**config.mk**
```make
export PLATFORM = sky130hd
export DESIGN_NAME = ipv4_stream_deframer_resync
export DESIGN_NICKNAME = d
export VERILOG_FILES = /design/src/rtl/ipv4d_pkg.sv /design/src/rtl/ipv4d_front.sv /design/src/rtl/ipv4d_queue.sv /design/src/rtl/ipv4d_back.sv /design/src/rtl/ipv4_stream_deframer_resync.sv
export SDC_FILE = /design/constraint.sdc
export NUM_CORES = 1
export LEC_CHECK = 0
export BUFFER_PORTS_ARGS = -buffer_cell sky130_fd_sc_hd__buf_2
export CAP_MARGIN = 30
export CORE_MARGIN = 2
export CORE_UTILIZATION = 50
export CTS_BUF_LIST = sky130_fd_sc_hd__clkbuf_4 sky130_fd_sc_hd__clkbuf_8 sky130_fd_sc_hd__clkbuf_16
export DETAILED_ROUTE_END_ITERATION = 8
export HOLD_SLACK_MARGIN = 0.15
export PLACE_DENSITY_LB_ADDON = 0.05
export REMOVE_ABC_BUFFERS = 1
export SETUP_SLACK_MARGIN = 0.4
export SYNTH_ARGS = -nofsm -noshare
export SYNTH_HDL_FRONTEND = slang
export SYNTH_SLANG_ARGS = --single-unit
```
**constraint.sdc**
```tcl
create_clock -name clk_i -period 2.98 [get_ports clk_i]
set_input_delay 0.149 -clock clk_i [delete_from_list [all_inputs] [get_ports clk_i]]
set_output_delay 0.149 -clock clk_i [all_outputs]
set_load 0.005 [all_outputs]
```
**src/rtl/ipv4d_pkg.sv**
```systemverilog
// Shared types and constants for the IPv4 stream deframer.
`default_nettype none

package ipv4d_pkg;

  localparam int HeaderBytes = 20;
  localparam int FillW       = $clog2(HeaderBytes + 1);
  localparam int QDepth      = 4;
  localparam int QPtrW       = $clog2(QDepth);
  localparam int QCntW       = $clog2(QDepth + 1);

  localparam logic [3:0]  IpVersion4 = 4'd4;
  localparam logic [15:0] MaxLenRst  = 16'hFFFF;

  typedef enum logic [2:0] {
    CMD_BODY       = 3'd0,
    CMD_BODY_LAST  = 3'd1,
    CMD_DROP       = 3'd2,
    CMD_HEAD_FIRST = 3'd3,
    CMD_HEAD_MID   = 3'd4,
    CMD_HEAD_END   = 3'd5
  } cmd_kind_e;

  typedef struct packed {
    logic [7:0] data;
    cmd_kind_e  kind;
  } cmd_t;

endpackage

`default_nettype wire

```
**src/rtl/ipv4d_front.sv**
```systemverilog
// Front end: byte intake, head window, plausibility check and item classification.
`default_nettype none

module ipv4d_front (
  input  wire logic            clk_i,
  input  wire logic            rst_ni,
  input  wire logic            cfg_we_i,
  input  wire logic [15:0]     cfg_wdata_i,
  input  wire logic            in_valid_i,
  output logic                 in_stall_o,
  input  wire logic [7:0]      in_byte_i,
  input  wire logic            q_full_i,
  output logic                 push_o,
  output ipv4d_pkg::cmd_t      cmd_o
);
  import ipv4d_pkg::*;

  typedef enum logic [2:0] {
    ST_IDLE  = 3'b001,
    ST_CHECK = 3'b010,
    ST_BURST = 3'b100
  } state_e;

  state_e             state_q, state_d;
  logic [7:0]         win_q [HeaderBytes];
  logic [FillW-1:0]   fill_q, fill_d;
  logic [FillW-1:0]   burst_q, burst_d;
  logic [15:0]        left_q, left_d;
  logic [15:0]        max_len_q;
  logic               accept;
  logic               plausible;
  logic               shift;
  logic               store;
  logic [5:0]         ihl_bytes;
  logic [15:0]        total;

  assign ihl_bytes = {win_q[0][3:0], 2'b00};
  assign total     = {win_q[2], win_q[3]};
  assign plausible = (win_q[0][7:4] == IpVersion4) &&
                     (ihl_bytes >= 6'(HeaderBytes)) &&
                     (total >= {10'd0, ihl_bytes}) &&
                     (total <= max_len_q);

  assign in_stall_o = !(state_q == ST_IDLE && !q_full_i);
  assign accept     = in_valid_i && !in_stall_o;

  always_comb begin
    state_d  = state_q;
    fill_d   = fill_q;
    burst_d  = burst_q;
    left_d   = left_q;
    push_o   = 1'b0;
    shift    = 1'b0;
    store    = 1'b0;
    cmd_o    = '{data: in_byte_i, kind: CMD_BODY};
    unique case (state_q)
      ST_IDLE: begin
        if (accept) begin
          if (left_q != 16'd0) begin
            push_o = 1'b1;
            cmd_o  = '{data: in_byte_i,
                       kind: (left_q == 16'd1) ? CMD_BODY_LAST : CMD_BODY};
            left_d = left_q - 16'd1;
          end else begin
            store  = 1'b1;
            fill_d = fill_q + FillW'(1);
            if (fill_q == FillW'(HeaderBytes - 1)) begin
              state_d = ST_CHECK;
            end
          end
        end
      end
      ST_CHECK: begin
        if (plausible) begin
          state_d = ST_BURST;
          burst_d = '0;
          left_d  = total - 16'(HeaderBytes);
        end else if (!q_full_i) begin
          push_o  = 1'b1;
          cmd_o   = '{data: win_q[0], kind: CMD_DROP};
          shift   = 1'b1;
          fill_d  = FillW'(HeaderBytes - 1);
          state_d = ST_IDLE;
        end
      end
      ST_BURST: begin
        if (!q_full_i) begin
          push_o = 1'b1;
          shift  = 1'b1;
          if (burst_q == '0) begin
            cmd_o = '{data: win_q[0], kind: CMD_HEAD_FIRST};
          end else if (burst_q == FillW'(HeaderBytes - 1) && left_q == 16'd0) begin
            cmd_o = '{data: win_q[0], kind: CMD_HEAD_END};
          end else begin
            cmd_o = '{data: win_q[0], kind: CMD_HEAD_MID};
          end
          burst_d = burst_q + FillW'(1);
          if (burst_q == FillW'(HeaderBytes - 1)) begin
            fill_d  = '0;
            state_d = ST_IDLE;
          end
        end
      end
      default: begin
        state_d = ST_IDLE;
      end
    endcase
  end

  always_ff @(posedge clk_i or negedge rst_ni) begin
    if (!rst_ni) begin
      state_q   <= ST_IDLE;
      fill_q    <= '0;
      burst_q   <= '0;
      left_q    <= '0;
      max_len_q <= MaxLenRst;
    end else begin
      state_q <= state_d;
      fill_q  <= fill_d;
      burst_q <= burst_d;
      left_q  <= left_d;
      if (cfg_we_i) begin
        max_len_q <= cfg_wdata_i;
      end
    end
  end

  always_ff @(posedge clk_i) begin
    if (shift) begin
      for (int i = 0; i < HeaderBytes - 1; i++) begin
        win_q[i] <= win_q[i+1];
      end
    end else if (store) begin
      win_q[fill_q] <= in_byte_i;
    end
  end

  a_fill_range: assert property (@(posedge clk_i) disable iff (!rst_ni)
    fill_q <= FillW'(HeaderBytes))
    else $error("head window fill out of range");

  a_check_full: assert property (@(posedge clk_i) disable iff (!rst_ni)
    state_q == ST_CHECK |-> fill_q == FillW'(HeaderBytes))
    else $error("head check without a full window");

  a_burst_entry: assert property (@(posedge clk_i) disable iff (!rst_ni)
    state_q == ST_BURST && $past(state_q) != ST_BURST |-> $past(state_q) == ST_CHECK)
    else $error("burst entered without a check");

  a_push_space: assert property (@(posedge clk_i) disable iff (!rst_ni)
    push_o |-> !q_full_i)
    else $error("push into a full queue");

endmodule

`default_nettype wire

```
**src/rtl/ipv4d_queue.sv**
```systemverilog
// Small command queue between the front end and the output stage.
`default_nettype none

module ipv4d_queue (
  input  wire logic             clk_i,
  input  wire logic             rst_ni,
  input  wire logic             push_i,
  input  wire ipv4d_pkg::cmd_t  push_cmd_i,
  output logic                  full_o,
  input  wire logic             pop_i,
  output logic                  empty_o,
  output ipv4d_pkg::cmd_t       head_o
);
  import ipv4d_pkg::*;

  cmd_t               mem_q [QDepth];
  logic [QPtrW-1:0]   wr_q;
  logic [QPtrW-1:0]   rd_q;
  logic [QCntW-1:0]   cnt_q;
  logic               do_push;
  logic               do_pop;

  assign full_o  = (cnt_q == QCntW'(QDepth));
  assign empty_o = (cnt_q == '0);
  assign head_o  = mem_q[rd_q];
  assign do_push = push_i && !full_o;
  assign do_pop  = pop_i && !empty_o;

  always_ff @(posedge clk_i or negedge rst_ni) begin
    if (!rst_ni) begin
      wr_q  <= '0;
      rd_q  <= '0;
      cnt_q <= '0;
    end else begin
      if (do_push) begin
        wr_q <= wr_q + QPtrW'(1);
      end
      if (do_pop) begin
        rd_q <= rd_q + QPtrW'(1);
      end
      if (do_push && !do_pop) begin
        cnt_q <= cnt_q + QCntW'(1);
      end else if (do_pop && !do_push) begin
        cnt_q <= cnt_q - QCntW'(1);
      end
    end
  end

  always_ff @(posedge clk_i) begin
    if (do_push) begin
      mem_q[wr_q] <= push_cmd_i;
    end
  end

  a_cnt_range: assert property (@(posedge clk_i) disable iff (!rst_ni)
    cnt_q <= QCntW'(QDepth))
    else $error("queue count out of range");

  a_ptr_gap: assert property (@(posedge clk_i) disable iff (!rst_ni)
    QPtrW'(wr_q - rd_q) == QPtrW'(cnt_q))
    else $error("queue pointers disagree with count");

  a_cnt_step: assert property (@(posedge clk_i) disable iff (!rst_ni)
    do_push && !do_pop |=> cnt_q == $past(cnt_q) + QCntW'(1))
    else $error("queue count did not advance on push");

endmodule

`default_nettype wire

```
**src/rtl/ipv4d_back.sv**
```systemverilog
// Back end: decodes queued commands into result items and holds them for the receiver.
`default_nettype none

module ipv4d_back (
  input  wire logic             clk_i,
  input  wire logic             rst_ni,
  input  wire logic             q_empty_i,
  input  wire ipv4d_pkg::cmd_t  q_head_i,
  output logic                  q_pop_o,
  output logic                  out_valid_o,
  input  wire logic             out_stall_i,
  output logic [7:0]            out_byte_o,
  output logic                  first_of_packet_o,
  output logic                  last_of_packet_o,
  output logic                  dropped_o
);
  import ipv4d_pkg::*;

  logic       valid_q;
  logic [7:0] byte_q;
  logic       first_q, last_q, drop_q;
  logic       load;
  logic       first_d, last_d, drop_d;

  assign load    = !valid_q || !out_stall_i;
  assign q_pop_o = load && !q_empty_i;

  always_comb begin
    first_d = 1'b0;
    last_d  = 1'b0;
    drop_d  = 1'b0;
    unique case (q_head_i.kind)
      CMD_BODY:       ;
      CMD_BODY_LAST:  last_d  = 1'b1;
      CMD_DROP:       drop_d  = 1'b1;
      CMD_HEAD_FIRST: first_d = 1'b1;
      CMD_HEAD_MID:   ;
      CMD_HEAD_END:   last_d  = 1'b1;
      default:        ;
    endcase
  end

  always_ff @(posedge clk_i or negedge rst_ni) begin
    if (!rst_ni) begin
      valid_q <= 1'b0;
    end else if (load) begin
      valid_q <= !q_empty_i;
    end
  end

  always_ff @(posedge clk_i) begin
    if (q_pop_o) begin
      byte_q  <= q_head_i.data;
      first_q <= first_d;
      last_q  <= last_d;
      drop_q  <= drop_d;
    end
  end

  assign out_valid_o       = valid_q;
  assign out_byte_o        = byte_q;
  assign first_of_packet_o = first_q;
  assign last_of_packet_o  = last_q;
  assign dropped_o         = drop_q;

  a_flags_excl: assert property (@(posedge clk_i) disable iff (!rst_ni)
    valid_q |-> $countones({first_q, last_q, drop_q}) <= 1)
    else $error("conflicting result flags");

  a_pop_on_load: assert property (@(posedge clk_i) disable iff (!rst_ni)
    q_pop_o |=> valid_q)
    else $error("popped item not presented");

  a_no_pop_stalled: assert property (@(posedge clk_i) disable iff (!rst_ni)
    valid_q && out_stall_i |-> !q_pop_o)
    else $error("pop while result is stalled");

endmodule

`default_nettype wire

```
**src/rtl/ipv4_stream_deframer_resync.sv**
```systemverilog
// Top level of the IPv4 stream deframer with byte-wise resynchronization.
//
// Input channel: in_valid_i / in_stall_o / in_byte_i carries raw stream bytes.
// Output channel: out_valid_o / out_stall_i carries one byte per item with
// first_of_packet_o, last_of_packet_o and dropped_o flags.
// Configuration: cfg_we_i writes cfg_wdata_i into the maximum packet length;
// write only while no item is in flight.
// Throughput: a body byte or a head byte still filling the window is accepted
// whenever the queue has space. A complete head then enters a check state,
// which also emits the dropped byte when the head is implausible; a plausible
// head then moves on to a burst of the 20 head bytes, one result per cycle
// while the queue has space, set by the single read port of the head window.
// Input is held off during check and burst. A body byte is queued, then registered.
// Reset: the window empties, no packet is open and the maximum length
// returns to 65535. When the receiver stalls, the output register holds its
// item, the four-entry queue fills and then the input is stalled.
`default_nettype none

module ipv4_stream_deframer_resync (
  input  wire logic        clk_i,
  input  wire logic        rst_ni,
  input  wire logic        cfg_we_i,
  input  wire logic [15:0] cfg_wdata_i,
  input  wire logic        in_valid_i,
  output logic             in_stall_o,
  input  wire logic [7:0]  in_byte_i,
  output logic             out_valid_o,
  input  wire logic        out_stall_i,
  output logic [7:0]       out_byte_o,
  output logic             first_of_packet_o,
  output logic             last_of_packet_o,
  output logic             dropped_o
);
  import ipv4d_pkg::*;

  logic push;
  cmd_t push_cmd;
  logic q_full;
  logic q_empty;
  logic q_pop;
  cmd_t q_head;

  ipv4d_front u_front (
    .clk_i       (clk_i),
    .rst_ni      (rst_ni),
    .cfg_we_i    (cfg_we_i),
    .cfg_wdata_i (cfg_wdata_i),
    .in_valid_i  (in_valid_i),
    .in_stall_o  (in_stall_o),
    .in_byte_i   (in_byte_i),
    .q_full_i    (q_full),
    .push_o      (push),
    .cmd_o       (push_cmd)
  );

  ipv4d_queue u_queue (
    .clk_i      (clk_i),
    .rst_ni     (rst_ni),
    .push_i     (push),
    .push_cmd_i (push_cmd),
    .full_o     (q_full),
    .pop_i      (q_pop),
    .empty_o    (q_empty),
    .head_o     (q_head)
  );

  ipv4d_back u_back (
    .clk_i             (clk_i),
    .rst_ni            (rst_ni),
    .q_empty_i         (q_empty),
    .q_head_i          (q_head),
    .q_pop_o           (q_pop),
    .out_valid_o       (out_valid_o),
    .out_stall_i       (out_stall_i),
    .out_byte_o        (out_byte_o),
    .first_of_packet_o (first_of_packet_o),
    .last_of_packet_o  (last_of_packet_o),
    .dropped_o         (dropped_o)
  );

endmodule

`default_nettype wire

```
---- After elaboration in Yosys (flattened, before gate mapping) ----
Memories as Yosys holds them, arrays and structs flattened.
Index checks and enable logic that the tools add are counted.
cells by class
  add/sub/neg operators ................... 8
  magnitude comparators ................... 3
  equal/unequal tests ..................... 22
  muxes and demuxes ....................... 55
  reduce and logical (&&, ||, !) cells .... 33
operator list
  operator                 count
  $mux W16                 3
  $mux W5                  9
  $mux W3                  12
  $mux W11                 3
  $pmux W11 S3             1
  $pmux W16 S2             1
  $mux W1                  20
  $eq A16 B1 Y1 const B    1
  $ge A16 B6 Y1            1
  $le A16 B16 Y1           1
  $logic_not A16 Y1        1
  $reduce_bool A16 Y1      1
  $sub A16 B1 Y16 const B  1
  $sub A16 B5 Y16 const B  1
  $pmux W5 S3              1
  $ne A2 B2 Y1 const B     6
  $logic_and A1 B1 Y1      11
  $add A5 B1 Y5 const B    2
  $eq A5 B5 Y1 const B     2
  $pmux W5 S2              1
  $eq A3 B2 Y1 const B     3
  $eq A3 B3 Y1 const B     3
  $pmux W3 S3              1
  $mux W8                  1
  other kinds (22)         34
word-level totals
  register bits after elaboration ......... 64
  memory bits (writable) .................. 204
  bits of input ports ..................... 29
  output and inout port bits .............. 13
  logic and storage cells ................. 136
  memories kept ........................... 2
memories
  memory         words  width  read ports  clocked after Yosys merged registers in  wr ports  line               RTL
  u_front.win_q  20     8      20          0                                        19        ipv4d_front.sv:25  logic [7:0] win_q [HeaderBytes];
  u_queue.mem_q  4      11     1           0                                        1         ipv4d_queue.sv:16  cmd_t mem_q [QDepth];

---- Longest topological paths before layout ----
Gate-level depths: netlist of run 1.
An unclocked memory read counts as a cell.
  depth in word-level cells ............... 12
  depth in mapped cells ................... 14
  mapped depth without buffers ............ 14

---- Cells and area by module ----
A second synthesis of run 1 with hierarchy kept.
unflattened totals
  cell total of the unflattened synthesis .. 1,037
  area total of the unflattened synthesis .. 12,634.6 µm²
modules (own cells, without submodules)
  module       instances  cells an instance  area an instance (µm²)  seq. area each (µm²)
  ipv4d_front  1          927                10,193.5                5,952.0
  ipv4d_queue  1          93                 2,040.7                 1,496.4
  ipv4d_back   1          17                 400.4                   355.3

---- Worst setup path before layout of run 1 ----
Ideal clock, no wire load.
  path type ............................... register to register
  from .................................... register u_front.max_len_q[1]
  to ...................................... register u_queue.cnt_q[1]
  library setup time ...................... 0.125 ns
  data arrival time ....................... 3.098 ns
  required time ........................... 2.855 ns
  setup slack ............................. -0.243 ns
  cell stages (with the launch flop) ...... 13
  path buffers ............................ 0
  clock period less this slack ............ 3.223 ns
  cell sequence ........................... dfstp_2 > inv_1 > ha_1 > nor2b_1 > o211ai_1 > a211oi_1 > nor4b_1 > o2111ai_1 > and2_0 > ha_1 > inv_1 > fa_1 > mux2_2
on the way
  cells in the longest elaborated chain, start to end .. 8
  elaborated cells on any way between the ends .. 10
  classes of those cells .................. order compare (1); mux (3); reduce/logical (6)
ends and longest elaborated chain
  what                          line                RTL
  start: declaration            ipv4d_front.sv:29   logic [15:0] max_len_q;
  start signal: assignment      ipv4d_front.sv:116  max_len_q <= MaxLenRst;
  start signal: assignment      ipv4d_front.sv:123  max_len_q <= cfg_wdata_i;
  $le A16 B16 Y1 (*)            ipv4d_front.sv:42   (total <= max_len_q);
  $logic_and A1 B1 Y1 (*)       ipv4d_front.sv:41   (total >= {10'd0, ihl_bytes}) &&
  $mux W1 (*)                   ipv4d_front.sv:74   if (plausible) begin
  $pmux W1 S3 (*)               ipv4d_front.sv:56   unique case (state_q)
  $logic_and A1 B1 Y1 (*)       ipv4d_queue.sv:26   assign do_push = push_i && !full_o;
  named net u_queue.do_push     ipv4d_queue.sv:20   logic do_push;
  $logic_not A1 Y1              ipv4d_queue.sv:43   end else if (do_pop && !do_push) begin
  $logic_and A1 B1 Y1           ipv4d_queue.sv:43
  $reduce_bool A2 Y1 (no line)  --
  end signal: assignment        ipv4d_queue.sv:42   cnt_q <= cnt_q + QCntW'(1);
  end signal: assignment        ipv4d_queue.sv:44   cnt_q <= cnt_q - QCntW'(1);
  end: declaration              ipv4d_queue.sv:19   logic [QCntW-1:0] cnt_q;
Mark *: on every way through the listed nets, which the timed path passes. The rest lies on a longest branch.
A chain may end at the register's enable or synchronous reset.

---- Final worst setup path of run 1 ----
Same ends and word-level chain as after synthesis.

==> results.md, run 1 <==
- Fin worst setup slack: -65.5 ps
- Global-route usage over all layers: 0.256
- Floorplan core area: roughly 0.025 mm²
- Number of distinct standard cells referenced by the synthesized netlist: 81
- Worst setup skew after layout: 12.9 ps
- Count of yosys warnings during synthesis: 0
- Kind of end point of the critical path: flop
- First-pass GRT wire length: 52300 µm
- Number of CTS-inserted buffers: 30
- Total negative slack for setup checks: -1500 ps
- Total number of H-tree levels: 1
- Initial antenna violation count: 1
- Tightest Hold Check Type: input pin to flop
- RSZ-0062 raised after global routing: yes
- Buffers added on ports: about 40
- Total of max-cap violations: 0
- Main flop type after synthesis: sky130_fd_sc_hd__edfxtp_1
- Clock latency on the worst-skew pair: 550 ps
- Vias in the first global route: 9563
- Clock transition at the registers of the reported paths: 60 ps
- Placer Congestion: 0.859
- Vias per inst: 5.79
- Highest ir drop seen on vdd: 0.000475 V
- # rows: 58
- Count of final max-slew check failures: 0
- Violated checks: setup timing
- Final layout net count: 1408
- Async SR Flop Fraction: 0.198
- Routed length per placed instance: 22.7 µm
- Power density over the cells: 520 mW/mm²
- Netlist area before placement: 0.0127 mm²
- Syn_area_per_cell: 12.1 µm²
- Initial Util: 0.506
- Area growth, synth to finish: 50.8%
- Die boundary width: around 160 µm
- ANT nets after route: 0
- Area of the die: between 0.02 and 0.03 mm²
- Pin count of the biggest net entering global routing: 40
- # IOs: 42
- N_diodes: 0
- Crit path arrival time: 3480 ps
- Maximum buffer depth of the clock tree: 3
- Final worst path period share: 1.02
- DRC violation count after routing: 0
- Leak pwr: 6.91 nW
- Final setup violation count: 42
- Transition time at the pin with the least slew margin: about 700 ps
- Detailed-router iteration count before antenna repair: 5
- Fraction of layout instances using a drive strength above 1: 0.490
- Top post-synthesis cells by area: sky130_fd_sc_hd__edfxtp_1 51%, sky130_fd_sc_hd__dfrtp_1 7.1%, sky130_fd_sc_hd__nand2_1 4.2%
- First-iteration detailed-routing DRC count: 765
- Library cell occupying the most area in the post-synthesis netlist: sky130_fd_sc_hd__edfxtp_1
- Post-synthesis sequential element count: 268
- Max transition margin: 0.535
- Hpwl dp: roughly 21000 µm
- Die Y: 163 µm
- CP startpoint kind: flop
- Upper clock frequency limit: 328 MHz
- Number of instances in the synthesized netlist: 1048
- Root Buffer: sky130_fd_sc_hd__clkbuf_16
- Number of enable-type register cells in the synthesized netlist: 215
- Worst slack after detailed placement: -414 ps
- Critical path class: flop to flop
- Critical path cell sequence: inv_2 -> ha_4 -> nor2b_4 -> o211ai_1 -> a211oi_4 -> nor4b_4 -> o2111ai_2 -> and2_4 -> ha_4 -> inv_2 -> fa_2 -> mux2_2
- Clock tree from TritonCTS: yes
- Final wirelength: roughly 39000 µm
- Total Power Consumption: between 0.009 and 0.01 W
- Slowest cell on the critical path: sky130_fd_sc_hd__dfstp_2
- Seq/Total Area, Yosys: 0.616
- Required time reported for the critical path endpoint: 3420 ps
- Final count of hold timing violations: 0
- Fraction of synthesized cell area taken by the top area cell type: 0.509
- Critical Path Max Stage Delay: 530 ps
- Top cells by count, synth: 215 x sky130_fd_sc_hd__edfxtp_1, 143 x sky130_fd_sc_hd__nand2_1, 100 x sky130_fd_sc_hd__o21ai_0
- Period minus WS final: between 3000 and 4000 ps
- Top-count cell post-synth: sky130_fd_sc_hd__edfxtp_1
- Final core area utilization: 0.763
- Top fanout value on the critical path: 2
- Overflow left after global routing: 0
- Status: finished with violations
- Num Clock Sinks: 268
- Total number of vias: 9851
==> metrics by stage <==
stage / cell area [µm²] / hold WS (ps) / instances
final: 19100 / 196 / 1701
after floorplan: 12300 / -147 / 994
after global routing: 19100 / 200 / 1701
after CTS: 17400 / 151 / 1664
after detailed placement: 14100 / 341 / 1489
after global placement: 14100 / 337 / 1489
==> path summary, 6_finish.rpt <==
check	startpoint	endpoint	slack, ps	depth (start not counted)
worst min-delay path	cfg_we_i	u_front.max_len_q[0]	200	2
max in group asynchronous	rst_ni	u_front.max_len_q[12]	1820	4
min in group asynchronous	rst_ni	u_front.left_q[14]	570	3
worst min register to register	u_back.out_valid_o	u_back.out_valid_o	500	2
worst max-delay path	u_front.max_len_q[1]	u_queue.cnt_q[1]	-70	12
worst max register to register	u_front.max_len_q[1]	u_queue.cnt_q[1]	-70	12
==> cells by family (layout without fill, tap and decap cells) <==
group	count (synthesis)	after routing	share of synthesized area
buffers and inverters	108	427	0.0420
AOI/OAI and AO/OA	244	244	0.109
DFF	268	268	0.616
and+or+nand+nor	332	336	0.131
adders and majority gates	32	32	0.0322
muxes	46	46	0.0571
xor gates and xnor gates	18	18	0.0124
==> critical path: cells and delay by family, from the launching register on <==
kind	cells	cell delay, ps
adder cells (fa/ha/maj)	3	790
flip-flops	1	530
buffers and inverters	2	100
AO/OA/AOI/OAI	3	540
multiplexers	1	260
AND/OR/NAND/NOR	3	720
==> layer usage <==
| layer | vias to the layer above | GRT usage | wire [µm] |
|---|---|---|---|
| li1 | 4452 | - | - |
| met5 | - | 0 | 13 |
| met2 | 332 | 0.444 | 20100 |
| met3 | 99 | 0.0391 | 1770 |
| met1 | 4966 | 0.330 | 15400 |
| met4 | 2 | 0.0841 | 1450 |
==> repair_timing <==
action | CTS | global route
cloned | 23 | 8
setup buffers | 40 | 27
endpoints found under the hold margin | 118 | 9
hold buffers | 56 | 1
endpoints found under the setup margin | 405 | 430
gates resized for setup | 289 | 341
pin swaps | 61 | 105
==> cell usage in the layout (no fill, tap or decap), types with 11 or more instances in the layout <==
master and n:
sky130_fd_sc_hd__ha_1 23, sky130_fd_sc_hd__o21ai_1 11, sky130_fd_sc_hd__buf_2 42, sky130_fd_sc_hd__nand2_2 29, sky130_fd_sc_hd__mux2_4 24, sky130_fd_sc_hd__nand2_1 77
sky130_fd_sc_hd__nor2_1 66, sky130_fd_sc_hd__o21ai_0 31, sky130_fd_sc_hd__buf_4 78, sky130_fd_sc_hd__nand2_4 34, sky130_fd_sc_hd__dlygate4sd3_1 57, sky130_fd_sc_hd__o21ai_2 52
sky130_fd_sc_hd__clkbuf_16 37, sky130_fd_sc_hd__inv_2 14, sky130_fd_sc_hd__dfrtp_1 36, sky130_fd_sc_hd__mux4_2 11, sky130_fd_sc_hd__dfstp_2 17, sky130_fd_sc_hd__edfxtp_1 215
sky130_fd_sc_hd__nor2_2 20, sky130_fd_sc_hd__a21oi_1 27, sky130_fd_sc_hd__inv_1 38, sky130_fd_sc_hd__a21oi_2 40, sky130_fd_sc_hd__buf_6 66, sky130_fd_sc_hd__buf_12 51
sky130_fd_sc_hd__a21oi_4 22
==> final cells by class <==
class                      count  area (µm²)
clock buffer                  39         848
clock inverter                17         169
fill                        1487        5930
inverter                      54         215
multi-input combinational    676        6020
sequential                   268        7800
tap                          330         413
timing repair buffer         317        3640
==> state kept, by name (all words and copies together) (netlist names) <==
register	cells
u_front.win_q	160
u_queue.mem_q	44
u_front.left_q	16
u_front.max_len_q	16
u_back.out_byte_o	8
u_front.burst_q	5
u_front.fill_q	5
u_front.state_q	3
u_queue.cnt_q	3
u_queue.rd_q	2
u_queue.wr_q	2
u_back.dropped_o	1
u_back.first_of_packet_o	1
u_back.last_of_packet_o	1
u_back.out_valid_o	1
==> power by group <==
| group | internal [W] | total [W] | switching, W | leakage, nW |
|---|---|---|---|---|
| Combinational | 0.000856 | 0.00154 | 0.000685 | 4.30 |
| Sequential | 0.00440 | 0.00462 | 0.000215 | 2.09 |
| Clock | 0.00226 | 0.00377 | 0.00151 | 0.513 |
| Total | 0.00752 | 0.00993 | 0.00241 | 6.91 |
Power figures use the tool's default switching activity.
==> run 2: changes to the inputs <==
--- a/config.mk
+++ b/config.mk
@@ -12,7 +12,7 @@
 export CTS_BUF_LIST = sky130_fd_sc_hd__clkbuf_4 sky130_fd_sc_hd__clkbuf_8 sky130_fd_sc_hd__clkbuf_16
 export DETAILED_ROUTE_END_ITERATION = 8
 export HOLD_SLACK_MARGIN = 0.15
-export PLACE_DENSITY_LB_ADDON = 0.05
+export PLACE_DENSITY = 0.79
 export REMOVE_ABC_BUFFERS = 1
 export SETUP_SLACK_MARGIN = 0.4
 export SYNTH_ARGS = -nofsm -noshare
==> results.md, run 2 (synthesis results as in run 1) <==
- Vias in the first global route: 10404
- Clock tree from TritonCTS: yes
- DRC violation count after routing: 0
- Required time reported for the critical path endpoint: 3440 ps
- Net load switching power: 0.00270 W
- Leak pwr: 6.89 nW
- Total number of H-tree levels: 1
- Root Buffer: sky130_fd_sc_hd__clkbuf_16
- Most frequent standard cell in the layout excluding fill and tap cells: sky130_fd_sc_hd__edfxtp_1
- Placer Congestion: 0.940
- Register bank with the most flops: u_front.win_q
- Kind of end point of the critical path: flop
- Initial antenna violation count: 0
- Die Y: 163 µm
- Top fanout value on the critical path: 4
- Critical path cell sequence: inv_1 -> ha_1 -> nor4bb_2 -> o311ai_1 -> a41o_1 -> inv_1 -> o2111ai_4 -> and2_4 -> ha_4 -> inv_2 -> fa_2 -> mux2_4
- Hpwl dp: 19900 µm
- Floorplan core area: 0.0250 mm²
- Final layout net count: ~1400
- Max transition margin: 0.349
- Power density over the cells: between 500 and 600 mW/mm²
- Buffering stage count on the worst path with inverters included: 3
- Final worst path period share: 1.10
- Critical path class: flop to flop
- Area growth, synth to finish: 49.2%
- Routed length per placed instance: around 28 µm
- RSZ-0062 raised after global routing: yes
- Crit path arrival time: approximately 3700 ps
- CP startpoint kind: flop
- Upper clock frequency limit: 305 MHz
- Violated checks: setup timing
- Initial Util: 0.506
- Overflow left after global routing: 0
- Highest ir drop seen on vdd: 0.000552 V
- Clock latency on the worst-skew pair: 570 ps
- Reg-to-Reg Start: u_front.win_q[3][2]
- Fin worst setup slack: -295 ps
- Power share of the combinational group: 0.165
- First-iteration detailed-routing DRC count: ~1700
- Total number of vias: between 10000 and 15000
- Count of final max-slew check failures: 0
- Internal power: 0.00735 W
- Status: finished with violations
- Buffers added on ports: 41
- Final core area utilization: 0.755
- Critical Path Max Stage Delay: 460 ps
- Maximum buffer depth of the clock tree: 3
- Sequential fraction of design power: 0.464
- Detailed-router iteration count before antenna repair: 6
- Cell type group with the largest total delay on the critical path: adder cells
- Total Power Consumption: 0.0100 W
- Pin count of the biggest net entering global routing: 39
- Number of CTS-inserted buffers: 29
- Worst slack after detailed placement: -451 ps
- Most frequent cells in the layout: 215 x sky130_fd_sc_hd__edfxtp_1, 99 x sky130_fd_sc_hd__buf_4, 74 x sky130_fd_sc_hd__nand2_1
- Global-route usage over all layers: 0.282
- # IOs: 42
- Final wirelength: approximately 47000 µm
- Total of max-cap violations: 0
- Transition time at the pin with the least slew margin: 976 ps
- Most frequent cell on the critical path: sky130_fd_sc_hd__inv_1
- Largest registers in the final layout: u_front.win_q: 160 flops, u_queue.mem_q: 44 flops
- Total negative slack for setup checks: -49780 ps
- Worst setup skew after layout: 38.1 ps
- # rows: a little under 60
- Vias per inst: 6.53
- Worst R2R Path Depth: 12
- Part of the total power dissipated in the clock network: 0.371
- N_diodes: 0
- Stages on worst setup path: 12
- Die boundary width: between 150 and 200 µm
- Switching portion of total power: 0.269
- Final count of hold timing violations: 0
- Crit path from: u_front.win_q[3][2]
- ANT nets after route: 0
- First-pass GRT wire length: 57800 µm
- Tightest Hold Check Type: input pin to async pin
- Clock transition at the registers of the reported paths: roughly 80 ps
- Max FFs per register: 160
- Fraction of layout instances using a drive strength above 1: 0.494
- Timing endpoint of the critical path: u_queue.cnt_q[1]
- Final setup violation count: 290
- Fill cell count: between 1000 and 1500
- Worst r2r dst: u_queue.cnt_q[1]
- R2r setup slk: -290 ps
- Num Clock Sinks: 268
- Area of the die: 0.0266 mm²
- Slowest cell on the critical path: sky130_fd_sc_hd__edfxtp_1
- Period minus WS final: 3270 ps
==> run 2: cell count changes in the layout (fill, tap and decap cells not counted), moves of 6 or more <==
cell / change
sky130_fd_sc_hd__a21oi_2: +18
sky130_fd_sc_hd__a21oi_4: -16
sky130_fd_sc_hd__buf_12: -18
sky130_fd_sc_hd__buf_4: +21
sky130_fd_sc_hd__buf_6: -15
sky130_fd_sc_hd__buf_8: +11
sky130_fd_sc_hd__nand2_2: -7
sky130_fd_sc_hd__nor2_1: -7
sky130_fd_sc_hd__nor2_2: +6
sky130_fd_sc_hd__o21ai_1: +8
sky130_fd_sc_hd__o21ai_2: -13
==> run 2: worst min-delay path by stage <==
stage	slack, ps	cells past startpoint	startpoint	to
finish	280	2	rst_ni	u_front.left_q[2]
detailed placement	320	1	rst_ni	u_front.left_q[10]
CTS	290	2	rst_ni	u_front.left_q[10]
global placement	320	1	rst_ni	u_front.left_q[11]
global route	360	2	rst_ni	u_front.left_q[13]
floorplan	-150	0	rst_ni	u_back.out_valid_o
==> run 2: worst register-to-register path, cell delays in order, from the launching register on <==
cell                        delay (ps)
sky130_fd_sc_hd__edfxtp_1          460
sky130_fd_sc_hd__inv_1             100
sky130_fd_sc_hd__ha_1              310
sky130_fd_sc_hd__nor4bb_2          440
sky130_fd_sc_hd__o311ai_1          160
sky130_fd_sc_hd__a41o_1            280
sky130_fd_sc_hd__inv_1             150
sky130_fd_sc_hd__o2111ai_4         160
sky130_fd_sc_hd__and2_4            190
sky130_fd_sc_hd__ha_4              170
sky130_fd_sc_hd__inv_2              60
sky130_fd_sc_hd__fa_2              420
sky130_fd_sc_hd__mux2_4            270
==> run 2: layout make-up <==
class                      instances  area, µm²  share of cell area
clock buffer                      35        796              0.0421
clock inverter                    19        168             0.00887
timing repair buffer             320       3520               0.186
sequential                       268       7800               0.413
multi-input combinational        674       6010               0.318
tap                              330        413              0.0218
inverter                          54        203              0.0107
==> run 2: repair_timing <==
action / 4_1_cts / 5_1_grt
setup endpoints to repair: 416 / 434
resized for setup: 221 / 388
endpoints found under the hold margin: 114 / 0
pin swaps: 45 / 120
cloned: 15 / 13
buffers inserted: 35 / 41
hold buffers: 57 / 0
==> run 2: stage by stage <==
stage,std cells,cell area [µm²],hold WS (ps)
after CTS,1646,17100,292
after detailed placement,1485,14000,324
after global placement,1485,14000,322
after floorplan,994,12300,-147
after global routing,1700,18900,363
final,1700,18900,279
==> run 2: power by group through the flow <==
stage	logic, W	registers [W]	clock network [W]
after CTS	0.00143	0.00464	0.00363
final	0.00166	0.00467	0.00372
after global routing	0.00175	0.00470	0.00386
after detailed placement	0.00123	0.00470	0
after floorplan	0.000714	0.00466	0
after global placement	0.00117	0.00468	0
==> run 2: per-layer routing <==
layer	vias to the layer above	track usage	wire (µm)
li1	4438	-	-
met1	5415	0.344	16100
met2	893	0.490	22600
met3	349	0.0569	4370
met4	0	0.118	4240
met5	-	0	0
